`src/hdl/tpi_pkg.sv`:
```
package tpi_pkg;

    localparam int TRACK_DEPTH = 4096;
    localparam int AW = $clog2(TRACK_DEPTH);
    localparam int CW = $clog2(TRACK_DEPTH + 1);

    localparam int TW = 48;
    localparam int VW = 32;
    localparam int NW = TW + 1;
    localparam int BW = 34;
    localparam int RW = NW + 1;
    localparam int MW = TW + 2 * VW;

    localparam logic signed [VW-1:0] LAT_LIMIT = 32'sd900000000;
    localparam logic signed [VW-1:0] LON_LIMIT = 32'sd1800000000;

    localparam logic [1:0] MODE_CLEAR  = 2'd0;
    localparam logic [1:0] MODE_APPEND = 2'd1;
    localparam logic [1:0] MODE_QUERY  = 2'd2;
    localparam logic [1:0] MODE_SPARE  = 2'd3;

    localparam logic [2:0] ST_OK        = 3'd0;
    localparam logic [2:0] ST_FEW       = 3'd1;
    localparam logic [2:0] ST_NOT_MONO  = 3'd2;
    localparam logic [2:0] ST_OUTSIDE   = 3'd3;
    localparam logic [2:0] ST_BAD_COORD = 3'd4;

    typedef struct packed {
        logic          start;
        logic [NW-1:0] a;
        logic [BW-1:0] b;
        logic [NW-1:0] d;
    } t_md_req;

    typedef struct packed {
        logic          done;
        logic [BW-1:0] q;
    } t_md_rsp;

endpackage

```
`src/hdl/tpi_muldiv.sv`:
```
module tpi_muldiv
    import tpi_pkg::*;
(
    input  logic    i_clk,
    input  logic    i_rst_n,
    input  t_md_req i_req,
    output t_md_rsp o_rsp
);

    logic                  r_busy;
    logic [5:0]            r_cnt;
    logic [RW-1:0]         r_rem;
    logic [BW-1:0]         r_quo;
    logic [BW-1:0]         r_b;
    logic [NW-1:0]         r_a;
    logic [NW-1:0]         r_d;
    logic                  r_done;
    logic [RW-1:0]         n_rem;
    logic [BW-1:0]         n_quo;
    logic [RW-1:0]         s1;
    logic [RW-1:0]         s2;
    logic [BW-1:0]         q1;

    always_comb begin
        s1 = {r_rem[RW-2:0], 1'b0};
        q1 = {r_quo[BW-2:0], 1'b0};
        if (s1 >= {1'b0, r_d}) begin
            s1 = s1 - {1'b0, r_d};
            q1 = q1 + 1'b1;
        end
        s2 = s1;
        n_quo = q1;
        if (r_b[BW-1]) begin
            s2 = s1 + {1'b0, r_a};
            if (s2 >= {1'b0, r_d}) begin
                s2 = s2 - {1'b0, r_d};
                n_quo = q1 + 1'b1;
            end
        end
        n_rem = s2;
    end

    always_ff @(posedge i_clk) begin
        if (!i_rst_n) begin
            r_busy <= 1'b0;
            r_done <= 1'b0;
            r_cnt  <= '0;
        end else begin
            r_done <= 1'b0;
            if (i_req.start) begin
                r_busy <= 1'b1;
                r_cnt  <= 6'(BW - 1);
                r_rem  <= '0;
                r_quo  <= '0;
                r_a    <= i_req.a;
                r_b    <= i_req.b;
                r_d    <= i_req.d;
            end else if (r_busy) begin
                r_rem <= n_rem;
                r_quo <= n_quo;
                r_b   <= {r_b[BW-2:0], 1'b0};
                r_cnt <= r_cnt - 1'b1;
                if (r_cnt == '0) begin
                    r_busy <= 1'b0;
                    r_done <= 1'b1;
                end
            end
        end
    end

    assign o_rsp.done = r_done;
    assign o_rsp.q    = r_quo;

endmodule

```
`config.mk`:
```
export PLATFORM = sky130hd
export DESIGN_NAME = tpi_muldiv
export DESIGN_NICKNAME = d
export VERILOG_FILES = /design/src/hdl/tpi_pkg.sv /design/src/hdl/tpi_muldiv.sv
export SDC_FILE = /design/constraint.sdc
export NUM_CORES = 1
export LEC_CHECK = 0
export ABC_AREA = 1
export BUFFER_PORTS_ARGS = -buffer_cell sky130_fd_sc_hd__buf_2
export CAP_MARGIN = 5
export CORE_ASPECT_RATIO = 1.2
export CORE_MARGIN = 5
export CORE_UTILIZATION = 30
export DETAILED_ROUTE_END_ITERATION = 7
export PLACE_DENSITY = 0.52
export SKIP_LAST_GASP = 1
export SLEW_MARGIN = 0
export SYNTH_ARGS = -nofsm -noshare
export SYNTH_HDL_FRONTEND = slang
export SYNTH_SLANG_ARGS = --single-unit
```
`constraint.sdc`:
```
create_clock -name i_clk -period 7.02 [get_ports i_clk]
set_input_delay 1.755 -clock i_clk [delete_from_list [all_inputs] [get_ports i_clk]]
set_output_delay 1.755 -clock i_clk [all_outputs]
set_load 0.005 [all_outputs]
```
* Word level (Yosys, flattened, before mapping)
Cells that the tools add are included.
** Operators by class
- Add/sub/neg operators :: 6
- $mul :: 0
- Divide/modulo/power cells :: 0
- $lt $le $gt $ge :: 2
- Eq/ne operators :: 0
- Shifts and indexed selects :: 0
- Multiplexer cells :: 16
- Bitwise operators :: 2
- Reductions and logical operators :: 6
** Operators by type and width (number)
- $mux 34 :: 6
- $mux 49 :: 3
- $ge 50x49->1 :: 2
- $add 34x1->34 const B :: 2
- $add 50x49->50 :: 1
- $mux 50 :: 1
- $sub 50x49->50 :: 1
- $sub 49x49->49 :: 1
- $mux 6 :: 2
- $logic_not 6->1 :: 1
- $sub 6x1->6 const B :: 1
- $mux 1 :: 4
- $reduce_and 2->1 :: 2
- $reduce_or 3->1 :: 1
- $not 1->1 :: 2
- $reduce_bool 2->1 :: 1
- $reduce_or 2->1 :: 1
** Word-level totals
- Register bits :: 223
- Bits in latches :: 0
- Bits in writable memories :: 0
- Bits in read-only memories :: 0
- Input port bits :: 135
- Output and inout bits :: 35
- Logic and storage cells :: 41
- Memories kept :: 0

* Depth between registers and ports, before layout
Gate-level depths: netlist of the first run.
- Depth in word-level cells :: 7
- Mapped depth :: 48
- Depth with buffers taken out :: 47

* Least setup slack after synthesis of the first run
OpenSTA, ideal clock, no wires.
- Path kind :: register -> register
- Start :: register r_rem[31]
- End :: register r_quo[11] (data pin)
- Setup time :: 255 ps
- Arrival :: 5599 ps
- Data required time :: 6765 ps
- Path slack :: 1165 ps
- Stages on the path, launching flop included :: 41
- Path buffers :: 2
- Period minus slack after synthesis :: 5855 ps
- Path through :: edfxtp_1 > ha_1 > nand2_2 > nor2_2 > inv_2 > nor2_2 > nand2_1 > nor3b_2 > nand2_1 > nand3_2 > inv_2 > clkbuf_1 > nor2_1 > ha_1 > inv_1 > fa_1 > nand3b_1 > nand2_1 > [... 5 more ...] > nand2_1 > nand2_1 > nand2_1 > inv_1 > ha_1 > nand2_1 > nor2_1 > nand2_1 > nor4_1 > nand2_1 > nor2_1 > a31o_2 > inv_1 > nand3_2 > buf_2 > nand3_1 > o21ai_0 > nor2_1
** Between the ends
- Cells in the longest elaborated chain, start to end :: 7
- Elaborated cells on any way between the ends :: 10
- Those cells by class :: add/sub: 3; order compare: 2; mux: 5
** Ends and longest elaborated chain
- start: declaration :: RTL line tpi_muldiv.sv:12 : logic [RW-1:0] r_rem;
- start signal: assignment :: RTL line tpi_muldiv.sv:59 : r_rem <= n_rem;
- $sub 50x49->50 or $ge 50x49->1 (tied branches) :: RTL line tpi_muldiv.sv:28, tpi_muldiv.sv:27
- $mux 50 :: RTL line tpi_muldiv.sv:27 : if (s1 >= {1'b0, r_d}) begin
- $add 50x49->50 :: RTL line tpi_muldiv.sv:34 : s2 = s1 + {1'b0, r_a};
- $ge 50x49->1 :: RTL line tpi_muldiv.sv:35 : if (s2 >= {1'b0, r_d}) begin
- $mux 34 :: RTL line tpi_muldiv.sv:35
- $mux 34 (*) :: RTL line tpi_muldiv.sv:33 : if (r_b[BW-1]) begin
- $mux 34 (*) :: RTL line tpi_muldiv.sv:58 : end else if (r_busy) begin
- end signal: assignment :: RTL line tpi_muldiv.sv:60 : r_quo <= n_quo;
- end: declaration :: RTL line tpi_muldiv.sv:13 : logic [BW-1:0] r_quo;
Mark *: on every way between the ends. The rest lies on a longest branch, timed or not. The select of a mux whose other input is x is not followed.
A chain may end at the register's enable or synchronous reset.

* Worst setup path in the final report of the first run
- Start :: register r_rem[28]
- End :: register r_quo[12] (data pin)
Same word-level chain as after synthesis.

==> flow_metrics.env, run 1 <==
export IMPL_cp_required_ns=7.37
export IMPL_reg2reg_to="r_quo[12]$_SDFFCE_PP0P_"
export IMPL_postCtsHoldBufs=0
export IMPL_r2r_cells=43
export IMPL_rows=107
export IMPL_routed_wl_mm=91.5
export IMPL_start_kind="register"
export IMPL_synth_edff_count=215
export IMPL_end_kind="register"
export IMPL_initial_core_util=0.302
export IMPL_fin_crit_sh=0.967
export IMPL_hold_depth=2
export IMPL_fillCellCount=7508
export IMPL_ys_warnings_count=0
export IMPL_path_max_fanout=10
export IMPL_yosysUniqueCellTypes=49
export IMPL_avgSynthCellArea_um2=6.74
export IMPL_min_from="r_b[22]$_DFFE_PP_"
export IMPL_port_buffers=169
export IMPL_syn_inst=3163
export IMPL_critPathArrivalTime_ns=7.14
export IMPL_cp_common_cell="buf_4"
export IMPL_timing_slew_headroom=0.375
export IMPL_drt_iter0_drc=1125
export IMPL_layout_nets=4201
export IMPL_final_cell_mix="836 x nand2_1, 601 x buf_4, 480 x inv_1, 296 x nor2_1, 226 x a21oi_1"
export IMPL_fmax_mhz=147
export IMPL_finalHoldViolations=0
export IMPL_syn_nets=3451
export IMPL_synth_top_cell_by_area="edfxtp_1"
export IMPL_antenna_found_initial=3
export IMPL_clk_insertion_delay_late_ns=0.60
export IMPL_die_h_um=302
export IMPL_viasPerCell=4.82
export IMPL_layout_drive_gt1_share=0.272
export IMPL_fin_util=0.426
export IMPL_overflow=0
export IMPL_cap_violations=0
export IMPL_grtUsageTotal=0.226
export IMPL_rrSetupSlack_ns=0.23
export IMPL_core_area_um2=70700
export IMPL_setup_viol=0
export IMPL_setup_slack_ns=0.230
export IMPL_ios=170
export IMPL_cts_max_path_buffers=3
export IMPL_gp_congestion=0.997
export IMPL_die_area_um2=76500
export IMPL_hp_class="reg -> reg"
export IMPL_layout_commonest_cell="nand2_1"
export IMPL_drc_errors=0
export IMPL_layout_area_overhead_vs_synth_pct=41.2
export IMPL_cts_tree="done"
export IMPL_min_period_ns=6.79
export IMPL_dp_slack_ns=-0.340
export IMPL_clockRootBuffer="clkbuf_16"
export IMPL_yosysTopAreaCellShare=0.303
export IMPL_netlist_area_um2=21300
export IMPL_hpwlAfterDp_mm=74.9
export IMPL_worst_pin_slew_ns=0.938
export IMPL_fin_skew_ns=0.0143
export IMPL_critPathMaxStageDelay_ns=0.41
export IMPL_slowest_stage="edfxtp_1"
export IMPL_rsz0062_at_grt="yes"
export IMPL_synthFlopType="edfxtp_1"
export IMPL_numClockSinks=223
export IMPL_ant_nets=0
export IMPL_hold_end="r_b[23]$_DFFE_PP_"
export IMPL_synthArstFlopShare=0
export IMPL_grt_max_degree=118
export IMPL_seq_area_frac_synth=0.310
export IMPL_grt_pass1_vias=23600
export IMPL_synth_area_leaders="edfxtp_1 30%, nand2_1 15%, ha_1 8.8%"
export IMPL_ys_ff_latch=223
export IMPL_worstReg2RegStart="r_rem[28]$_SDFFCE_PP0P_"
export IMPL_grt_pass1_wl_mm=133
export IMPL_crit_type="reg -> reg"
export IMPL_clkSlewWorstSetupHoldPaths_ns=0.06
export IMPL_fp_dieW_um=253
export IMPL_wire_per_inst_um=18.8
export IMPL_status="complete, no violations"
export IMPL_cts_htree_levels=1
export IMPL_drv_slew=0
export IMPL_cts_buffers=29
export IMPL_via_count=23500
export IMPL_dr_pass1_iters=5
metrics by stage:
stage                     area (um2)  hold WS, ns  setup TNS (ns)  instances
after floorplan                21300        0.476               0       3163
after global placement         27600        0.492          -21.01       4787
after detailed placement       27600        0.496          -17.71       4787
after CTS                      28700        0.511               0       4840
after global routing           30100        0.534           -2.69       4861
final                          30100        0.506               0       4863
registers in the layout, indices dropped and copies added (netlist names):
signal	cells
r_a	49
r_d	49
r_rem	49
r_b	34
r_quo	34
r_cnt	6
r_busy	1
r_done	1
routing by layer:
| metal | part of all wire | routed length, um | track usage |
|---|---|---|---|
| met1 | 0.40 | 37000 | 0.267 |
| met5 | 0.00027 | 25 | 0 |
| met4 | 0.050 | 4610 | 0.0926 |
| met2 | 0.50 | 45600 | 0.414 |
| met3 | 0.047 | 4340 | 0.0265 |
timing repair:
item / in CTS / in global routing
pin swaps: 1 / 25
endpoints found under the setup margin: 83 / 83
gates cloned: 0 / 4
gates resized for setup: 24 / 245
setup buffers: 0 / 17
cells by family (layout without fill, tap and decap cells):
group / Yosys count / in the layout / synth area share
xor+xnor: 128 / 128 / 0.0526
compound gates: 513 / 513 / 0.132
flops: 223 / 223 / 0.310
buf+inv: 574 / 1346 / 0.105
simple gates: 1571 / 1571 / 0.309
fa+ha+maj: 153 / 153 / 0.0909
mux: 1 / 1 / 0.000528
other cells: 0 / 2 / 0
how the worst max path moves through the flow:
stage / start / endpoint / slack, ns / depth (start not counted)
2_1_floorplan: r_rem[31]$_SDFFCE_PP0P_ / r_quo[11]$_SDFFCE_PP0P_ / 1.17 / 40
3_3_place_gp: r_rem[46]$_SDFFCE_PP0P_ / r_rem[1]$_SDFFCE_PP0P_ / -0.36 / 38
3_5_place_dp: r_rem[46]$_SDFFCE_PP0P_ / r_rem[1]$_SDFFCE_PP0P_ / -0.34 / 38
4_1_cts: r_rem[20]$_SDFFCE_PP0P_ / r_rem[42]$_SDFFCE_PP0P_ / 0.007 / 42
5_1_grt: r_d[29]$_DFFE_PP_ / r_quo[12]$_SDFFCE_PP0P_ / -0.12 / 44
6_report: r_rem[28]$_SDFFCE_PP0P_ / r_quo[12]$_SDFFCE_PP0P_ / 0.23 / 43
area by class of cell:
| class | instances | area (um2) | share of cell area |
|---|---|---|---|
| Multi-Input combinational cell | 2366 | 13600 | 0.453 |
| Inverter | 504 | 1900 | 0.0630 |
| Antenna cell | 2 | 5.00 | 0.000166 |
| Clock inverter | 18 | 285 | 0.00948 |
| Timing Repair Buffer | 789 | 5750 | 0.191 |
| Clock buffer | 35 | 748 | 0.0249 |
| Sequential cell | 223 | 6620 | 0.220 |
| Tap cell | 926 | 1160 | 0.0385 |
critical path, delay by kind of cell (launching register included):
kind / cells / cell delay [ns]
simple gates: 21 / 2.53
fa+ha+maj: 3 / 0.94
compound gates: 5 / 0.81
xor+xnor: 1 / 0.18
buf+inv: 13 / 1.65
flops: 1 / 0.41
synth_stat cells (all sizes together) (30+ instances only):
cell    instances
inv           502
o21ai         158
o21bai         33
nor3           50
nand4          86
edfxtp        215
ha            150
nand3         170
clkbuf         30
xnor2          49
nand2         868
a21oi         254
nor2          340
xor2           79
buf            40
Power of run 1 is not shown: default switching activity piles up to over one toggle a cycle in this logic, so the estimate is an artifact.
==> inputs of run 2 (changes only) <==
- ABC_AREA: 1 -> 0
==> run 2 against run 1 <==
  * The run now ends with negative setup slack left
  * First-iteration DRC count fell by 0.98%
  * Clock-buffer cell count fell by 1
  * Non-clock buffer count rose by 17
  * Area after synthesis fell by 16%
  * Critical endpoint is now r_quo[19]$_SDFFCE_PP0P_
==> flow_metrics.env, run 2 <==
export IMPL_top_regs="r_a (49), r_d (49), r_rem (49)"
export IMPL_cts_htree_levels=1
export IMPL_grt_pass1_vias=18700
export IMPL_synth_top_cell_by_area="edfxtp_1"
export IMPL_critPathMaxStageDelay_ns=0.63
export IMPL_dr_pass1_iters=5
export IMPL_layout_commonest_cell="buf_4"
export IMPL_routed_wl_mm=67.3
export IMPL_cap_violations=0
export IMPL_dp_slack_ns=-1.86
export IMPL_cp_required_ns=7.47
export IMPL_grt_pass1_wl_mm=102
export IMPL_synth_area_leaders="edfxtp_1 36%, ha_1 11%, a21oi_1 5.0%"
export IMPL_fin_crit_sh=1.15
export IMPL_cts_buffers=28
export IMPL_fillCellCount=5738
export IMPL_fp_dieW_um=233
export IMPL_netlist_area_um2=17800
export IMPL_drt_iter0_drc=1114
export IMPL_layout_nets=2984
export IMPL_critPathArrivalTime_ns=8.54
export IMPL_yosysUniqueCellTypes=80
export IMPL_ios=170
export IMPL_cp_common_cell="buf_4"
export IMPL_via_count=18100
export IMPL_viasPerCell=5.13
export IMPL_synthArstFlopShare=0
export IMPL_grt_max_degree=61
export IMPL_fmax_mhz=124
export IMPL_overflow=0
export IMPL_syn_nets=2230
export IMPL_die_area_um2=64400
export IMPL_violations="negative setup slack"
export IMPL_avgSynthCellArea_um2=9.18
export IMPL_wire_per_inst_um=19.1
export IMPL_layout_drive_gt1_share=0.398
export IMPL_seq_area_frac_synth=0.371
export IMPL_path_max_fanout=12
export IMPL_fin_util=0.450
export IMPL_port_buffers=169
export IMPL_clk_insertion_delay_late_ns=0.60
export IMPL_hp_class="reg -> reg"
export IMPL_final_cell_mix="606 x buf_4, 215 x edfxtp_1, 178 x nand2_1, 168 x buf_2, 153 x a21oi_1"
export IMPL_clockRootBuffer="clkbuf_16"
export IMPL_die_h_um=277
export IMPL_ys_warnings_count=0
export IMPL_worst_pin_slew_ns=1.17
export IMPL_crit_type="reg -> reg"
export IMPL_gp_congestion=0.952
export IMPL_drv_slew=0
export IMPL_syn_inst=1942
export IMPL_rows=98
export IMPL_clkSlewWorstSetupHoldPaths_ns=0.07
export IMPL_rsz0062_at_grt="yes"
export IMPL_min_period_ns=8.09
export IMPL_finalHoldViolations=0
export IMPL_synthFlopType="edfxtp_1"
export IMPL_timing_slew_headroom=0.222
export IMPL_setup_viol=83
export IMPL_fin_skew_ns=0.0319
export IMPL_setup_slack_ns=-1.07
export IMPL_hpwlAfterDp_mm=50.8
export IMPL_ant_nets=0
export IMPL_ys_ff_latch=223
export IMPL_status="finished with violations"
export IMPL_cts_max_path_buffers=3
export IMPL_initial_core_util=0.301
export IMPL_synthMostInstantiatedCell="edfxtp_1"
export IMPL_drc_errors=0
export IMPL_cts_tree="done"
export IMPL_synth_top_cells_by_count="215 x edfxtp_1, 179 x a21oi_1, 178 x nand2_1"
export IMPL_grtUsageTotal=0.200
export IMPL_layout_area_overhead_vs_synth_pct=49.3
export IMPL_antenna_found_initial=3
export IMPL_synth_edff_count=215
export IMPL_core_area_um2=59200
export IMPL_end_kind="register"
export IMPL_yosysTopAreaCellShare=0.362
export IMPL_slowest_stage="or4_4"
export IMPL_numClockSinks=223
export IMPL_start_kind="register"
==> run 2: timing repair <==
item,in CTS,in global routing
endpoints found under the setup margin,83,83
hold buffers,0,0
gates cloned,10,1
gates resized for setup,119,89
pin swaps,44,35
setup buffers,28,13
==> run 2: layout make-up <==
class,instances,area (um2),area share
Clock inverter,18,243,0.00911
Sequential cell,223,6620,0.248
Antenna cell,1,2.50,0.0000940
Inverter,109,417,0.0156
Clock buffer,34,763,0.0287
Tap cell,800,1000,0.0376
Timing Repair Buffer,806,6060,0.227
Multi-Input combinational cell,1528,11500,0.433
==> run 2: logic make-up after synthesis <==
kind of cell,Yosys count,synth area share
xor gates and xnor gates,135,0.0663
AOI/OAI and AO/OA,604,0.216
buffers and inverters,192,0.0419
adders and majority gates,153,0.109
DFF,223,0.371
muxes,61,0.0373
and+or+nand+nor,574,0.158
==> run 2: critical path: cells and delay by family (launching register included) <==
| family | cells | cell delay, ns |
|---|---|---|
| flip-flops | 1 | 0.44 |
| AO/OA/AOI/OAI | 14 | 2.68 |
| AND/OR/NAND/NOR | 9 | 2.23 |
| XOR/XNOR | 1 | 0.10 |
| buffers and inverters | 9 | 1.53 |
| adder cells (fa/ha/maj) | 3 | 0.97 |
==> run 2: per-layer routing <==
metal,GRT usage,vias to the layer above,share of wire
li1,-,8820,-
met1,0.245,8598,0.42
met2,0.346,498,0.48
met3,0.0311,146,0.053
met4,0.0900,4,0.049
met5,0,-,0.00036
==> run 2: metrics by stage <==
stage | hold slack (ns) | area (um2) | setup TNS (ns) | instances
global placement | 0.480 | 24100 | -131.50 | 3419
detailed placement | 0.493 | 24100 | -141.81 | 3419
global route | 0.550 | 26600 | -102.02 | 3518
CTS | 0.500 | 26200 | -77.49 | 3509
floorplan | 0.469 | 18300 | -9.80 | 1942
finish | 0.501 | 26600 | -79.04 | 3519
==> run 2: path summary, 6_finish.rpt <==
check,start,to,slack [ns],cells after the start
max,r_rem[36]$_SDFFCE_PP0P_,r_quo[19]$_SDFFCE_PP0P_,-1.07,36
min reg2reg,r_cnt[1]$_SDFFE_PP0P_,r_cnt[1]$_SDFFE_PP0P_,0.50,2
max reg2reg,r_rem[36]$_SDFFCE_PP0P_,r_quo[19]$_SDFFCE_PP0P_,-1.07,36
min,r_cnt[1]$_SDFFE_PP0P_,r_cnt[1]$_SDFFE_PP0P_,0.50,2
Power of run 2 is left out for the same reason.
